==> config.mk <==
export PLATFORM = sky130hd
export DESIGN_NAME = two_button_debounce_repeat_adjust_top
export DESIGN_NICKNAME = d
export VERILOG_FILES = /design/src/tbdra_pkg.sv /design/src/tbdra_lane.sv /design/src/tbdra_merge.sv /design/src/two_button_debounce_repeat_adjust_top.sv
export SDC_FILE = /design/constraint.sdc
export NUM_CORES = 1
export LEC_CHECK = 0
export ABC_AREA = 1
export BUFFER_PORTS_ARGS = -buffer_cell sky130_fd_sc_hd__buf_2
export CORE_MARGIN = 2
export CORE_UTILIZATION = 60
export CTS_CLUSTER_SIZE = 12
export DETAILED_ROUTE_END_ITERATION = 10
export GPL_ROUTABILITY_DRIVEN = 0
export PLACE_DENSITY = 0.78
export SYNTH_ARGS = -nofsm -noshare
export SYNTH_HDL_FRONTEND = slang
export SYNTH_SLANG_ARGS = --single-unit
==> constraint.sdc <==
create_clock -name clk -period 10.93 [get_ports clk]
set_clock_uncertainty 0.1 [all_clocks]
set_input_delay 1.093 -clock clk [delete_from_list [all_inputs] [get_ports clk]]
set_output_delay 1.093 -clock clk [all_outputs]
set_load 0.005 [all_outputs]
==> src/tbdra_pkg.sv <==
// Types and constants shared by the two-button rate adjuster.
package tbdra_pkg;

    typedef enum logic [1:0] {
        ACT_NONE  = 2'd0,
        ACT_DEC   = 2'd1,
        ACT_INC   = 2'd2,
        ACT_COMBO = 2'd3
    } action_t;

    typedef enum logic [2:0] {
        REG_STEP_SIZE       = 3'd0,
        REG_DEBOUNCE_TIME   = 3'd1,
        REG_HOLD_DELAY      = 3'd2,
        REG_REPEAT_INTERVAL = 3'd3,
        REG_COMBO_TIME      = 3'd4,
        REG_RATE_MIN        = 3'd5,
        REG_RATE_MAX        = 3'd6,
        REG_RATE_DEFAULT    = 3'd7
    } reg_idx_t;

    localparam int ADDR_W = 5;
    localparam int DATA_W = 32;

    localparam logic [4:0]  STEP_SIZE_RST       = 5'd1;
    localparam logic [9:0]  DEBOUNCE_TIME_RST   = 10'd25;
    localparam logic [13:0] HOLD_DELAY_RST      = 14'd600;
    localparam logic [13:0] REPEAT_INTERVAL_RST = 14'd120;
    localparam logic [9:0]  COMBO_TIME_RST      = 10'd80;
    localparam logic [7:0]  RATE_MIN_RST        = 8'd30;
    localparam logic [7:0]  RATE_MAX_RST        = 8'd220;
    localparam logic [7:0]  RATE_DEFAULT_RST    = 8'd90;

    typedef struct packed {
        logic down_pressed;
        logic up_pressed;
    } in_item_t;

    typedef struct packed {
        logic [7:0] rate_value;
        action_t    action;
        logic       rate_changed;
    } out_item_t;

    typedef struct packed {
        logic [4:0]  step_size;
        logic [9:0]  debounce_time;
        logic [13:0] hold_delay;
        logic [13:0] repeat_interval;
        logic [9:0]  combo_time;
        logic [7:0]  rate_min;
        logic [7:0]  rate_max;
        logic [7:0]  rate_default;
    } cfg_t;

    // What one button lane reports to the merge stage for the current tick.
    typedef struct packed {
        logic stable;
        logic want;
    } lane_status_t;

endpackage

==> src/tbdra_lane.sv <==
// One button lane: debounce, press timing and auto-repeat request.
module tbdra_lane #(
    parameter int TIMER_WIDTH = 16
) (
    input  logic                    clk,
    input  logic                    rst_n,
    input  logic                    advance,
    input  logic                    level,
    input  logic [9:0]              debounce_time,
    input  logic [13:0]             hold_delay,
    input  logic [13:0]             repeat_interval,
    input  logic                    clear_repeat,
    output tbdra_pkg::lane_status_t status
);
    import tbdra_pkg::*;

    localparam int CmpW = (TIMER_WIDTH > 14) ? TIMER_WIDTH : 14;
    localparam logic [TIMER_WIDTH-1:0] TMax = '1;

    logic                   raw_reg, raw_next;
    logic                   stable_reg, stable_next;
    logic [TIMER_WIDTH-1:0] rce_reg, rce_next;
    logic [TIMER_WIDTH-1:0] pe_reg, pe_next;
    logic [TIMER_WIDTH-1:0] re_reg, re_next;
    logic [TIMER_WIDTH-1:0] re_sampled;
    logic                   settle, press, edge_hit, rep_hit;

    function automatic logic [TIMER_WIDTH-1:0] sat_inc(input logic [TIMER_WIDTH-1:0] v);
        return (v == TMax) ? v : v + 1'b1;
    endfunction

    always_comb
    begin
        raw_next    = level;
        rce_next    = (level != raw_reg) ? '0 : sat_inc(rce_reg);
        settle      = (stable_reg != raw_next) &&
                      (CmpW'(rce_next) >= CmpW'(debounce_time));
        stable_next = settle ? raw_next : stable_reg;
        press       = settle && raw_next;
        pe_next     = press ? '0 : sat_inc(pe_reg);
        re_sampled  = press ? '0 : sat_inc(re_reg);
        edge_hit    = stable_next && !stable_reg;
        rep_hit     = stable_next && (CmpW'(pe_next) >= CmpW'(hold_delay)) &&
                      (CmpW'(re_sampled) >= CmpW'(repeat_interval));
        re_next     = clear_repeat ? '0 : re_sampled;
        status.stable = stable_next;
        status.want   = edge_hit || rep_hit;
    end

    always_ff @(posedge clk or negedge rst_n)
    begin
        if (!rst_n)
        begin
            raw_reg    <= 1'b0;
            stable_reg <= 1'b0;
            rce_reg    <= '0;
            pe_reg     <= '0;
            re_reg     <= '0;
        end
        else if (advance)
        begin
            raw_reg    <= raw_next;
            stable_reg <= stable_next;
            rce_reg    <= rce_next;
            pe_reg     <= pe_next;
            re_reg     <= re_next;
        end
    end

endmodule

==> src/tbdra_merge.sv <==
// Merge stage: combo detection and the clamped rate update.
module tbdra_merge #(
    parameter int TIMER_WIDTH = 16
) (
    input  logic                    clk,
    input  logic                    rst_n,
    input  logic                    advance,
    input  tbdra_pkg::cfg_t         cfg,
    input  tbdra_pkg::lane_status_t down_status,
    input  tbdra_pkg::lane_status_t up_status,
    output logic [1:0]              clear_repeat,
    output tbdra_pkg::out_item_t    result
);
    import tbdra_pkg::*;

    localparam int CmpW = (TIMER_WIDTH > 10) ? TIMER_WIDTH : 10;
    localparam logic [TIMER_WIDTH-1:0] TMax = '1;

    logic                   running_reg, running_next;
    logic                   done_reg, done_next;
    logic [TIMER_WIDTH-1:0] ce_reg, ce_next;
    logic [7:0]             rate_reg, rate_next;
    logic [7:0]             rate_after_dec;
    logic signed [9:0]      dec_val, inc_val;
    logic                   both, fire;
    action_t                act;

    function automatic logic [7:0] clamp(input logic signed [9:0] v,
                                         input logic [7:0] lo, input logic [7:0] hi);
        logic [7:0] r;
        if (v < signed'({2'b00, lo}))
            r = lo;
        else if (v > signed'({2'b00, hi}))
            r = hi;
        else
            r = v[7:0];
        return r;
    endfunction

    always_comb
    begin
        both           = down_status.stable && up_status.stable;
        dec_val        = signed'({2'b00, rate_reg}) - signed'({5'b00000, cfg.step_size});
        rate_after_dec = down_status.want ? clamp(dec_val, cfg.rate_min, cfg.rate_max)
                                          : rate_reg;
        inc_val        = signed'({2'b00, rate_after_dec}) +
                         signed'({5'b00000, cfg.step_size});
        running_next   = 1'b0;
        ce_next        = '0;
        done_next      = 1'b0;
        fire           = 1'b0;
        clear_repeat   = 2'b00;
        rate_next      = rate_reg;
        act            = ACT_NONE;
        if (both)
        begin
            running_next = 1'b1;
            ce_next      = !running_reg ? '0 : ((ce_reg == TMax) ? ce_reg : ce_reg + 1'b1);
            fire         = !done_reg && (CmpW'(ce_next) >= CmpW'(cfg.combo_time));
            done_next    = done_reg || fire;
            if (fire)
            begin
                rate_next = clamp(signed'({2'b00, cfg.rate_default}),
                                  cfg.rate_min, cfg.rate_max);
                act       = ACT_COMBO;
            end
        end
        else
        begin
            clear_repeat = {up_status.want, down_status.want};
            rate_next    = up_status.want ? clamp(inc_val, cfg.rate_min, cfg.rate_max)
                                          : rate_after_dec;
            if (up_status.want)
                act = ACT_INC;
            else if (down_status.want)
                act = ACT_DEC;
        end
        result.rate_value   = rate_next;
        result.action       = act;
        result.rate_changed = (rate_next != rate_reg);
    end

    always_ff @(posedge clk or negedge rst_n)
    begin
        if (!rst_n)
        begin
            running_reg <= 1'b0;
            done_reg    <= 1'b0;
            ce_reg      <= '0;
            rate_reg    <= RATE_DEFAULT_RST;
        end
        else if (advance)
        begin
            running_reg <= running_next;
            done_reg    <= done_next;
            ce_reg      <= ce_next;
            rate_reg    <= rate_next;
        end
    end

endmodule

==> src/two_button_debounce_repeat_adjust_top.sv <==
// Top level of the two-button rate adjuster: config port, lanes, merge, output skid.
// A tick request accepted at an edge has its result registered into the output register,
// or into the skid entry while a waiting result is held by the consumer.
// Throughput: one tick request per cycle while the skid entry is empty.
// The two-entry output stage (result register plus skid) still accepts a tick while one result waits.
// Reset (rst_n low, asynchronous): buttons released, all timers zero, rate 90, registers
// back to their defaults, no result pending.
module two_button_debounce_repeat_adjust_top #(
    parameter int TIMER_WIDTH = 16
) (
    input  logic                            clk,
    input  logic                            rst_n,
    // tick request channel
    input  logic                            in_valid,
    output logic                            in_stall,
    input  tbdra_pkg::in_item_t             in_data,
    // result channel
    output logic                            out_valid,
    input  logic                            out_stall,
    output tbdra_pkg::out_item_t            out_data,
    // register port
    input  logic                            psel,
    input  logic                            penable,
    input  logic                            pwrite,
    input  logic [tbdra_pkg::ADDR_W-1:0]    paddr,
    input  logic [tbdra_pkg::DATA_W-1:0]    pwdata,
    output logic [tbdra_pkg::DATA_W-1:0]    prdata,
    output logic                            pready
);
    import tbdra_pkg::*;

    // ------------------------------------------------------------------
    // Register file. Registers sit at byte address 4*index; the word
    // index is paddr[4:2]. Writes land on the access phase.
    // ------------------------------------------------------------------
    cfg_t     cfg_reg;
    reg_idx_t reg_idx;
    logic     cfg_write;

    assign pready    = 1'b1;
    assign reg_idx   = reg_idx_t'(paddr[4:2]);
    assign cfg_write = psel && penable && pwrite && pready;

    always_ff @(posedge clk or negedge rst_n)
    begin
        if (!rst_n)
        begin
            cfg_reg.step_size       <= STEP_SIZE_RST;
            cfg_reg.debounce_time   <= DEBOUNCE_TIME_RST;
            cfg_reg.hold_delay      <= HOLD_DELAY_RST;
            cfg_reg.repeat_interval <= REPEAT_INTERVAL_RST;
            cfg_reg.combo_time      <= COMBO_TIME_RST;
            cfg_reg.rate_min        <= RATE_MIN_RST;
            cfg_reg.rate_max        <= RATE_MAX_RST;
            cfg_reg.rate_default    <= RATE_DEFAULT_RST;
        end
        else if (cfg_write)
        begin
            case (reg_idx)
                REG_STEP_SIZE:       cfg_reg.step_size       <= pwdata[4:0];
                REG_DEBOUNCE_TIME:   cfg_reg.debounce_time   <= pwdata[9:0];
                REG_HOLD_DELAY:      cfg_reg.hold_delay      <= pwdata[13:0];
                REG_REPEAT_INTERVAL: cfg_reg.repeat_interval <= pwdata[13:0];
                REG_COMBO_TIME:      cfg_reg.combo_time      <= pwdata[9:0];
                REG_RATE_MIN:        cfg_reg.rate_min        <= pwdata[7:0];
                REG_RATE_MAX:        cfg_reg.rate_max        <= pwdata[7:0];
                REG_RATE_DEFAULT:    cfg_reg.rate_default    <= pwdata[7:0];
                default:             ;
            endcase
        end
    end

    // Read back the addressed register, zero-extended.
    always_comb
    begin
        case (reg_idx)
            REG_STEP_SIZE:       prdata = DATA_W'(cfg_reg.step_size);
            REG_DEBOUNCE_TIME:   prdata = DATA_W'(cfg_reg.debounce_time);
            REG_HOLD_DELAY:      prdata = DATA_W'(cfg_reg.hold_delay);
            REG_REPEAT_INTERVAL: prdata = DATA_W'(cfg_reg.repeat_interval);
            REG_COMBO_TIME:      prdata = DATA_W'(cfg_reg.combo_time);
            REG_RATE_MIN:        prdata = DATA_W'(cfg_reg.rate_min);
            REG_RATE_MAX:        prdata = DATA_W'(cfg_reg.rate_max);
            REG_RATE_DEFAULT:    prdata = DATA_W'(cfg_reg.rate_default);
            default:             prdata = '0;
        endcase
    end

    // ------------------------------------------------------------------
    // Handshake. The block stalls input only while the skid entry is
    // full, so a waiting result never blocks the next tick by itself.
    // ------------------------------------------------------------------
    logic      out_valid_reg;
    logic      skid_valid_reg;
    out_item_t out_data_reg;
    out_item_t skid_data_reg;
    logic      in_fire, out_fire;

    assign in_stall  = skid_valid_reg;
    assign in_fire   = in_valid && !skid_valid_reg;
    assign out_fire  = out_valid_reg && !out_stall;
    assign out_valid = out_valid_reg;
    assign out_data  = out_data_reg;

    // ------------------------------------------------------------------
    // Lanes: lane 0 watches the down button, lane 1 the up button. Each
    // advances its debounce and press timers only on an accepted tick.
    // ------------------------------------------------------------------
    logic [1:0]   level;
    logic [1:0]   clear_repeat;
    lane_status_t lane_status [2];
    out_item_t    result;

    assign level = {in_data.up_pressed, in_data.down_pressed};

    for (genvar b = 0; b < 2; b++)
    begin : g_lane
        tbdra_lane #(
            .TIMER_WIDTH (TIMER_WIDTH)
        ) u_lane (
            .clk             (clk),
            .rst_n           (rst_n),
            .advance         (in_fire),
            .level           (level[b]),
            .debounce_time   (cfg_reg.debounce_time),
            .hold_delay      (cfg_reg.hold_delay),
            .repeat_interval (cfg_reg.repeat_interval),
            .clear_repeat    (clear_repeat[b]),
            .status          (lane_status[b])
        );
    end

    // Merge: combo reset wins over single-button steps; down applies
    // before up when both lanes request a step on the same tick.
    tbdra_merge #(
        .TIMER_WIDTH (TIMER_WIDTH)
    ) u_merge (
        .clk          (clk),
        .rst_n        (rst_n),
        .advance      (in_fire),
        .cfg          (cfg_reg),
        .down_status  (lane_status[0]),
        .up_status    (lane_status[1]),
        .clear_repeat (clear_repeat),
        .result       (result)
    );

    // ------------------------------------------------------------------
    // Output register plus skid. Drain the skid first; otherwise load a
    // fresh result into the output register when it frees up, or park
    // it in the skid when the consumer is stalling.
    // ------------------------------------------------------------------
    always_ff @(posedge clk or negedge rst_n)
    begin
        if (!rst_n)
        begin
            out_valid_reg  <= 1'b0;
            skid_valid_reg <= 1'b0;
        end
        else if (skid_valid_reg)
        begin
            if (out_fire)
                skid_valid_reg <= 1'b0;
        end
        else if (in_fire)
        begin
            if (out_valid_reg && !out_fire)
                skid_valid_reg <= 1'b1;
            else
                out_valid_reg <= 1'b1;
        end
        else if (out_fire)
        begin
            out_valid_reg <= 1'b0;
        end
    end

    always_ff @(posedge clk)
    begin
        if (skid_valid_reg)
        begin
            if (out_fire)
                out_data_reg <= skid_data_reg;
        end
        else if (in_fire)
        begin
            if (out_valid_reg && !out_fire)
                skid_data_reg <= result;
            else
                out_data_reg <= result;
        end
    end

endmodule

Word-level counts from Yosys, hierarchy flattened
Index checks and enable logic that the tools add are counted.
{"block": "totals", "in_bits": 46, "ff_bits": 227, "output_inout_bits": 46, "elab_cells": 163}
{"block": "op_classes", "bitwise": 1, "n_lt_le_gt_ge": 13, "n_eq_ne": 22, "n_addsub": 9, "mux": 48, "n_reduce_logical": 40}
{"operator": "2-to-1 mux 16 bit", "count": 17}
{"operator": "case mux 32 bit (8 select lines)", "count": 1}
{"operator": "adder 16 x 1 -> 16 bit (second input constant)", "count": 7}
{"operator": "equality test 16 bit (second input constant)", "count": 7}
{"operator": "2-to-1 mux 8 bit", "count": 10}
{"operator": ">= comparator 16 x 14 -> 1 bit", "count": 4}
{"operator": ">= comparator 16 x 10 -> 1 bit", "count": 3}
{"operator": "2-to-1 mux 11 bit", "count": 4}
{"operator": "> comparator 10 x 9 -> 1 bit", "count": 2}
{"operator": "< comparator 10 x 9 -> 1 bit", "count": 2}
{"operator": "logical AND 1 bit", "count": 17}
{"operator": "AND reduction 2 bit", "count": 8}
{"operator": "equality test 3 bit (second input constant)", "count": 4}
{"operator": "2-to-1 mux 1 bit", "count": 12}
{"operator": "adder 8 x 5 -> 9 bit", "count": 1}
{"operator": "AND reduction 3 bit", "count": 3}
{"operator": "subtractor 8 x 5 -> 9 bit", "count": 1}
{"operator": "> comparator 8 bit", "count": 1}
{"operator": "< comparator 8 bit", "count": 1}
{"operator": "2-to-1 mux 2 bit", "count": 4}
{"operator": "!= test 8 bit", "count": 1}
{"operator": "equality test 3 x 2 -> 1 bit (second input constant)", "count": 2}
{"operator": "logical NOT 1 bit", "count": 6}
{"operator": "!= test 1 bit", "count": 4}
{"operator": "other kinds (7)", "count": 11}

Depth between registers and ports, before layout
Gate-level depths: netlist (run 1).
{"block": "depth", "depth_word": 22, "depth_mapped": 80, "mapped_depth_nobuf": 77}

By module
From an unflattened synthesis (run 1), not the netlist that was laid out.
{"block": "unflattened", "hier_cells": 2565, "area_unflattened_um2": 18042.3}
{"mod": "two_button_debounce_repeat_adjust_top", "seq_area_each_um2": 2671.3, "area_each_um2": 4695.8, "instances": 1, "cells_each": 514}
{"mod": "tbdra_merge", "seq_area_each_um2": 655.6, "area_each_um2": 4662.0, "instances": 1, "cells_each": 730}
{"mod": "tbdra_lane at g_lane[0].u_lane", "seq_area_each_um2": 1251.2, "area_each_um2": 4365.4, "instances": 1, "cells_each": 663}
{"mod": "tbdra_lane at g_lane[1].u_lane", "seq_area_each_um2": 1251.2, "area_each_um2": 4319.1, "instances": 1, "cells_each": 658}

Worst setup path before layout (run 1)
No wires, ideal clock.
{"block": "synth_path", "path_kind": "input port to flip-flop", "start": "input port in_data[1] (netlist bit)", "end": "register out_data_reg, in the netlist out_data[0], data pin", "t_required_ps": 10578, "t_arrival_ps": 8383, "stages": 65, "path_buffers": 4, "setup_slack_ps": 2194, "setup_ps": 252, "cell_sequence": "xnor2_1 > inv_1 > a21oi_1 > o21ai_0 > ha_1 > inv_1 > nand2_1 > nand2_1 > nand2_1 > nand2_1 > nand2_1 > nand2_1 > nand2_1 > nand2_1 > nand2_1 > a21boi_0 > nand2_2 > nand3_4 > [... 29 more ...] > and2_1 > ha_1 > a21o_1 > a21oi_1 > nand2_2 > buf_6 > o21ai_2 > inv_1 > nand2_1 > nand2_2 > nand2_2 > nand2_1 > nand2_1 > nand2_1 > nor2_2 > nand2_2 > nand2_1 > nand2_1"}
{"item": "start: declaration", "line_no": "two_button_debounce_repeat_adjust_top.sv:16", "rtl": "input tbdra_pkg::in_item_t in_data,"}
{"item": "end signal: assignment", "line_no": "two_button_debounce_repeat_adjust_top.sv:183", "rtl": "out_data_reg <= skid_data_reg;"}
{"item": "end signal: assignment", "line_no": "two_button_debounce_repeat_adjust_top.sv:190", "rtl": "out_data_reg <= result;"}
{"item": "end: declaration", "line_no": "two_button_debounce_repeat_adjust_top.sv:95", "rtl": "out_item_t out_data_reg;"}

==> summary.md, run 1 <==
| Metric | Value |
|---|---|
| Worst-margin pin slew | `1010 ps` |
| Most common cell in the synthesized netlist | `nand2_1` |
| RSZ-0062 raised after global routing | `no` |
| First-pass GRT wire length | `76.2 mm` |
| Row cnt | `between 60 and 70` |
| Vias | `16200` |
| Seq/Total Area, Yosys | `34.0%` |
| Clock Latency Late Sink | `550 ps` |
| CP most frequent cell | `nand2_1` |
| Internal reg-to-reg setup slack | `1130 ps` |
| Pins Over Slew Limit | `0` |
| Top post-synthesis cells by area | `dfrtp_1, nand2_1, ha_1` |
| Cell area after placement | `17600 sq um` |
| CTS tree | `built` |
| EDFF count, synth | `22` |
| Setup Fix Bufs, Post-CTS | `0` |
| CP endpoint kind | `register` |
| Core Region | `27900 sq um` |
| Power per cell area | `239 nW/um^2` |
| Largest net degree at the start of global routing | `102` |
| Grt ovf | `0` |
| Synth Instances | `2386` |
| Die width | `173 um` |
| Chip height | `173 um` |
| Max-cap violation count | `0` |
| Initial DRC Count | `1682` |
| Root Buffer | `clkbuf_16` |
| Reg2reg path depth | `65` |
| Worst-case vdd ir drop | `about 180 uV` |
| Minimum clock period | `slightly below 10000 ps` |
| Startpoint class of the critical path | `register` |
| Synth unique cells | `59` |
| Die area | `30000 sq um` |
| Kind of critical path | `register to register` |
| TritonCTS buffer count | `27` |
| Gr usage total | `30.9%` |
| Post-route ant nets | `0` |
| Outcome | `completed` |
| Synth top cells by count | `nand2_1, inv_1, o21ai_0` |
| Io pins | `92` |
| Sink Count | `227` |
| Fill count | `2451` |
| Clock Pin Slew Worst Setup and Hold Paths | `approximately 60 ps` |
| CTS hold repair buffers | `0` |
| DRC | `0` |
| Synth Cell Area | `17200 sq um` |
| Hold Path Depth | `2` |
| Max Root-Sink Buffers | `3` |
| Final WL | `between 40 and 50 mm` |
| Top-area cell type share of the netlist area | `25.4%` |
| H-tree levels | `1` |
| Dpl hpwl | `around 34 mm` |
| Critical path fanouts, max | `26` |
| Design area | `18500 sq um` |
| Mapped Avg Cell Area | `7.19 sq um` |
| Slowest cell on the critical path | `a21oi_1` |
| Hold worst-path end | `cfg_reg[59]$_DFFE_PN0P_` |
| R2r endpoint | `out_data[0]$_DFFE_PP_` |
| Final WS setup | `1130 ps` |
| Total Negative Setup Slacks | `0 ps` |
| Post-synthesis async set-or-reset flop share | `90.3%` |
| Vias/cell | `5.77` |
| Slew HR | `32.6%` |
| Yosys reg bits | `227` |
| Launching point of the worst reg2reg path | `g_lane[0].u_lane.rce_reg[0]$_DFFE_PN0P_` |
| PostCTS Resize Cnt | `0` |
| Fin nets | `2611` |
| P_leak | `9.27 nW` |
| Starting Density | `between 60% and 70%` |
| Crit path DAT | `9980 ps` |
| Worst min path class | `register to register` |
| Area growth, synth to finish | `8.03%` |
| Count of final hold-check violations | `0` |
| Period utilisation layout | `roughly 90%` |
| Fmax | `0.102 GHz` |
| Worst Path Required | `11110 ps` |
| Yosys warning count | `0` |
| Vias in the first global route | `15200` |
| HP Start | `cfg_reg[59]$_DFFE_PN0P_` |
| Largest area contributor in the netlist | `dfrtp_1` |
| Port Buf Inserts | `52` |
| Worst path max stage delay | `430 ps` |
| Share of cells above drive strength 1 | `a little under 9%` |
| Main flop type after synthesis | `dfrtp_1` |
| WHS | `382 ps` |
| Max reg flops | `77` |
| Initial antenna violation count | `1` |
| Final Setup Violations | `0` |
| Dpl ws | `approximately 1400 ps` |
| Average wire per standard cell | `16.5 um` |
| Detailed Routing Iterations Pass 1 | `6` |
## metal layers
metal | up-vias | wire, um | global-route usage [%]
met4 | 2 | 1280 | 8.69
met1 | 7642 | 20600 | 43.7
met3 | 93 | 3760 | 5.47
met2 | 616 | 20600 | 48.7
met5 | - | 7 | 0
li1 | 7893 | - | -
## worst max-delay path: cells and delay by family (launching register included)
family	cells	cell delay [ps]
buf+inv	5	360
simple gates	43	4620
flops	1	410
fa+ha+maj	5	1590
compound gates	12	2430
## worst max-delay path by stage
stage               cells past startpoint                               startpoint                     to
floorplan                              65                               in_data[1]  out_data[0]$_DFFE_PP_
global placement                       66                               in_data[1]  out_data[0]$_DFFE_PP_
detailed placement                     66                               in_data[1]  out_data[0]$_DFFE_PP_
CTS                                    65  g_lane[0].u_lane.rce_reg[0]$_DFFE_PN0P_  out_data[0]$_DFFE_PP_
global route                           65  g_lane[0].u_lane.rce_reg[0]$_DFFE_PN0P_  out_data[0]$_DFFE_PP_
finish                                 65  g_lane[0].u_lane.rce_reg[0]$_DFFE_PN0P_  out_data[0]$_DFFE_PP_
## cell families after synthesis
logic type | count (synthesis) | share of synthesized area [%]
adders and majority gates | 150 | 11.0
other | 2 | 0.0438
buffers and inverters | 461 | 10.7
xor gates and xnor gates | 46 | 2.35
AOI/OAI and AO/OA | 488 | 16.0
DFF | 227 | 34.0
and+or+nand+nor | 1012 | 25.9
## layout by cell type (no fill, tap or decap), types with 22 or more instances in the layout
cell	netlist	routed
a21oi_1	86	86
buf_2	2	51
clkbuf_16	0	28
dfrtp_1	174	174
dfstp_2	31	31
edfxtp_1	22	22
ha_1	148	148
inv_1	366	365
nand2_1	609	608
nand2_2	26	26
nand3_1	148	148
nand4_1	32	32
nor2_1	97	97
nor3_1	56	56
o211ai_1	30	30
o21ai_0	272	272
o22ai_1	24	24
xor2_1	31	31
## area by class of cell
| type | instances | area (sq um) | area share (%) |
|---|---|---|---|
| Antenna cell | 1 | 2.50 | 0.0135 |
| Clock buffer | 40 | 796 | 4.29 |
| Clock inverter | 9 | 97.6 | 0.526 |
| Inverter | 384 | 1440 | 7.78 |
| Multi-Input combinational cell | 1715 | 9570 | 51.6 |
| Sequential cell | 227 | 5830 | 31.4 |
| Tap cell | 378 | 473 | 2.55 |
| Timing Repair Buffer | 60 | 329 | 1.78 |
## where the power goes
part,total (mW),internal (mW),leakage (nW),switching [mW]
sequential,1.26,1.09,2.85,0.170
clock,0.913,0.548,0.441,0.364
combinational,2.25,0.752,5.98,1.50
## stage by stage
stage	std cells	utilization (%)	total power [mW]
final	2814	66.4	4.42
after global routing	2813	66.4	4.81
after CTS	2813	66.4	4.38
after detailed placement	2764	63.2	3.46
after global placement	2764	63.2	3.36
after floorplan	2403	-	2.88
Power figures use the tool's default switching activity.
==> run 2, diff against run 1 <==
SYNTH_HIERARCHICAL = 1   (was default)
==> run 2 against run 1 <==
Against the previous run: the run now ends with design-rule violations left; sequential cell count did not move; hold slack improved by 14 ps; synthesized area rose by 5.1%; first-iteration DRC count rose by 3.2%; combinational power barely moved; count of clock-buffer cells in the layout fell by 7; core utilization fell by 0.76 points.
==> summary.md, run 2 <==
| Metric | Value |
|---|---|
| Minimum clock period | `9780 ps (was 9800 ps)` |
| Kind of critical path | `register to register (unchanged)` |
| Gr usage total | `30.8% (was 30.9%)` |
| Fmax | `0.102 GHz (about the same)` |
| CTS hold repair buffers | `0 (unchanged)` |
| Share of cells above drive strength 1 | `10.1% (was 8.91%)` |
| Outcome | `finished with violations (was completed)` |
| Initial DRC Count | `1736 (was 1682)` |
| Yosys reg bits | `227 (unchanged)` |
| Max Root-Sink Buffers | `3 (unchanged)` |
| Dpl hpwl | `35.4 mm (was 34.3 mm)` |
| Largest net degree at the start of global routing | `81 (was 102)` |
| Most common cell in the synthesized netlist | `nand2_1 (unchanged)` |
| Final WS setup | `1150 ps (was 1130 ps)` |
| CP delay by family, top | `simple AND/OR/NAND/NOR gates (unchanged)` |
| Setup Fix Bufs, Post-CTS | `0 (unchanged)` |
| Root Buffer | `clkbuf_16 (unchanged)` |
| Chip height | `177 um (was 173 um)` |
| Vias | `16900 (was 16200)` |
| Top-area cell type share of the netlist area | `24.1% (was 25.4%)` |
| Core Region | `29600 sq um (was 27900 sq um)` |
| Clock Pin Slew Worst Setup and Hold Paths | `60 ps (about the same)` |
| H-tree levels | `1 (unchanged)` |
| Crit path DAT | `9980 ps (about the same)` |
| CP most frequent cell | `nand2_1 (unchanged)` |
| Io pins | `92 (unchanged)` |
| Failing checks | `design-rule violations` |
| Die width | `177 um (was 173 um)` |
| Detailed Routing Iterations Pass 1 | `9 (was 6)` |
| Multi-input logic area | `10100 sq um (was 9570 sq um)` |
| DRC | `1 (was 0)` |
| Worst-case vdd ir drop | `155 uV (was 176 uV)` |
| Worst min path class | `register to register (unchanged)` |
| Slowest cell on the critical path | `nand2_1 (was a21oi_1)` |
| Area growth, synth to finish | `7.76% (was 8.03%)` |
| Grt ovf | `0 (unchanged)` |
| Synth Instances | `2565 (was 2386)` |
| Pins Over Slew Limit | `0 (unchanged)` |
| Largest area contributor in the netlist | `dfrtp_1 (unchanged)` |
| Mapped Avg Cell Area | `7.03 sq um (was 7.19 sq um)` |
| TritonCTS buffer count | `28 (was 27)` |
| Main flop type after synthesis | `dfrtp_1 (unchanged)` |
| Count of final hold-check violations | `0 (unchanged)` |
| Dpl ws | `956 ps (was 1370 ps)` |
| P_leak | `10.0 nW (was 9.27 nW)` |
| Startpoint class of the critical path | `register (unchanged)` |
| Vias in the first global route | `16100 (was 15200)` |
| RSZ-0062 raised after global routing | `no (unchanged)` |
| Max reg flops | `77 (unchanged)` |
| Register Area | `5830 sq um (unchanged)` |
| Fill count | `2567 (was 2451)` |
| Worst Path Required | `11130 ps (was 11110 ps)` |
| Synth unique cells | `62 (was 59)` |
| Row cnt | `63 (was 61)` |
| Launching point of the worst reg2reg path | `g_lane[0].u_lane/rce_reg[0]$_DFFE_PN0P_ (was g_lane[0].u_lane.rce_reg[0]$_DFFE_PN0P_)` |
| Sink Count | `227 (unchanged)` |
| Yosys warning count | `6 (was 0)` |
| Vias/cell | `5.63 (was 5.77)` |
| Worst path max stage delay | `450 ps (was 430 ps)` |
| Max-cap violation count | `0 (unchanged)` |
| Post-route ant nets | `0 (unchanged)` |
| Fin nets | `2779 (was 2611)` |
| Crit path from | `g_lane[0].u_lane/rce_reg[0]$_DFFE_PN0P_ (was g_lane[0].u_lane.rce_reg[0]$_DFFE_PN0P_)` |
| DP Cell Count | `2942 (was 2764)` |
| EDFF count, synth | `22 (unchanged)` |
| Port Buf Inserts | `52 (unchanged)` |
| Final Non-Filler Cells | `2995 (was 2814)` |
| Synth Cell Area | `18000 sq um (was 17200 sq um)` |
| CTS tree | `built (unchanged)` |
| Power per cell area | `235 nW/um^2 (was 239 nW/um^2)` |
| Worst-margin pin slew | `1050 ps (was 1010 ps)` |
| Top post-synthesis cells by area | `dfrtp_1, nand2_1, ha_1 (unchanged)` |
| Total Negative Setup Slacks | `0 ps (unchanged)` |
| Final WL | `47.9 mm (was 46.3 mm)` |
| Slew HR | `30.1% (was 32.6%)` |
| Die area | `31500 sq um (was 30000 sq um)` |
| Average wire per standard cell | `16.0 um (was 16.5 um)` |
| Critical path fanouts, max | `12 (was 26)` |
| Period utilisation layout | `89.5% (was 89.7%)` |
| Synth top cells by count | `nand2_1, inv_1, o21ai_0 (unchanged)` |
| CP Buf/Inv Count | `7 (was 5)` |
| HP Start | `g_lane[0].u_lane/raw_reg$_DFFE_PN0P_ (was cfg_reg[59]$_DFFE_PN0P_)` |
| Final Setup Violations | `0 (unchanged)` |
| CP endpoint kind | `register (unchanged)` |
| Most frequent cells in the layout | `nand2_1, inv_1, o21ai_0 (unchanged)` |
| Post-synthesis async set-or-reset flop share | `90.3% (unchanged)` |
| Starting Density | `60.9% (was 61.4%)` |
| Clock Latency Late Sink | `560 ps (was 550 ps)` |
| Initial antenna violation count | `1 (unchanged)` |
| First-pass GRT wire length | `78.6 mm (was 76.2 mm)` |
| Seq/Total Area, Yosys | `32.3% (was 34.0%)` |
| Most common cell after layout, fill and taps aside | `nand2_1 (unchanged)` |
-- run 2: cell count changes in the layout (fill, tap and decap cells not counted), sizes merged, moves of 7 or more --
cell | previous run | this run
xor2 | 31 | 38
nor2 | 114 | 150
inv | 379 | 450
nand3 | 155 | 137
o211ai | 30 | 11
nor3 | 59 | 44
o21ai | 285 | 251
clkbuf | 41 | 34
o22ai | 24 | 35
nand2 | 639 | 757
nand4 | 32 | 63
-- run 2: what timing repair did --
action | 4_1_cts | 5_1_grt
endpoints found under the setup margin | 0 | 1
hold endpoints to repair | 0 | 0
gates resized for setup | 0 | 1
-- run 2: worst min-delay path: cells and delay by family (launching register included) --
kind             cells  cell delay [ps]
and+or+nand+nor      2              110
DFF                  1              360
-- run 2: metrics by stage --
step | util, % | power, mW | cell area [sq um] | hold WS [ps]
floorplan | - | 2.94 | 18100 | 353
global placement | 62.1 | 3.38 | 18400 | 372
detailed placement | 62.1 | 3.48 | 18400 | 379
CTS | 65.6 | 4.53 | 19400 | 394
global route | 65.6 | 4.96 | 19400 | 414
finish | 65.6 | 4.57 | 19400 | 396
-- run 2: where the power goes --
group | switching [mW] | leakage, nW | internal, mW
Clock | 0.381 | 0.500 | 0.654
Sequential | 0.217 | 2.86 | 1.08
Combinational | 1.46 | 6.69 | 0.774
Total | 2.06 | 10.0 | 2.51
-- run 2: final timing paths --
check / slack (ps) / endpoint / cells after the start
setup / recovery: 1150 / out_data[0]$_DFFE_PP_ / 73
setup reg to reg: 1150 / out_data[0]$_DFFE_PP_ / 73
max in group asynchronous: 8200 / u_merge/rate_reg[7]$_DFFE_PN0P_ / 3
hold / removal: 400 / g_lane[0].u_lane/raw_reg$_DFFE_PN0P_ / 2
min in group asynchronous: 460 / g_lane[0].u_lane/re_reg[7]$_DFFE_PN0P_ / 1
hold reg to reg: 400 / g_lane[0].u_lane/raw_reg$_DFFE_PN0P_ / 2
-- run 2: logic make-up (layout without fill, tap and decap cells) --
family,count (synthesis),in the layout,synth area share [%]
AO/OA/AOI/OAI,419,419,13.1
XOR/XNOR,54,54,2.66
adder cells (fa/ha/maj),151,151,10.6
buffers and inverters,540,562,12.2
flip-flops,227,227,32.3
other,2,20,0.0416
AND/OR/NAND/NOR,1172,1172,29.1
-- run 2: area by class of cell --
type | instances | share of cell area [%]
Inverter | 451 | 8.75
Timing Repair Buffer | 59 | 1.65
Multi-Input combinational cell | 1815 | 51.8
Tap cell | 390 | 2.51
Sequential cell | 227 | 30.0
Clock inverter | 19 | 1.42
Clock buffer | 33 | 3.86
Antenna cell | 1 | 0.0129
-- run 2: per-layer routing --
layer / up-vias / GRT usage (%) / wire length, um
li1: 8267 / - / -
met1: 7815 / 39.7 / 19900
met2: 629 / 51.2 / 22400
met3: 148 / 4.56 / 3340
met4: 0 / 13.6 / 2230
met5: - / 0 / 0
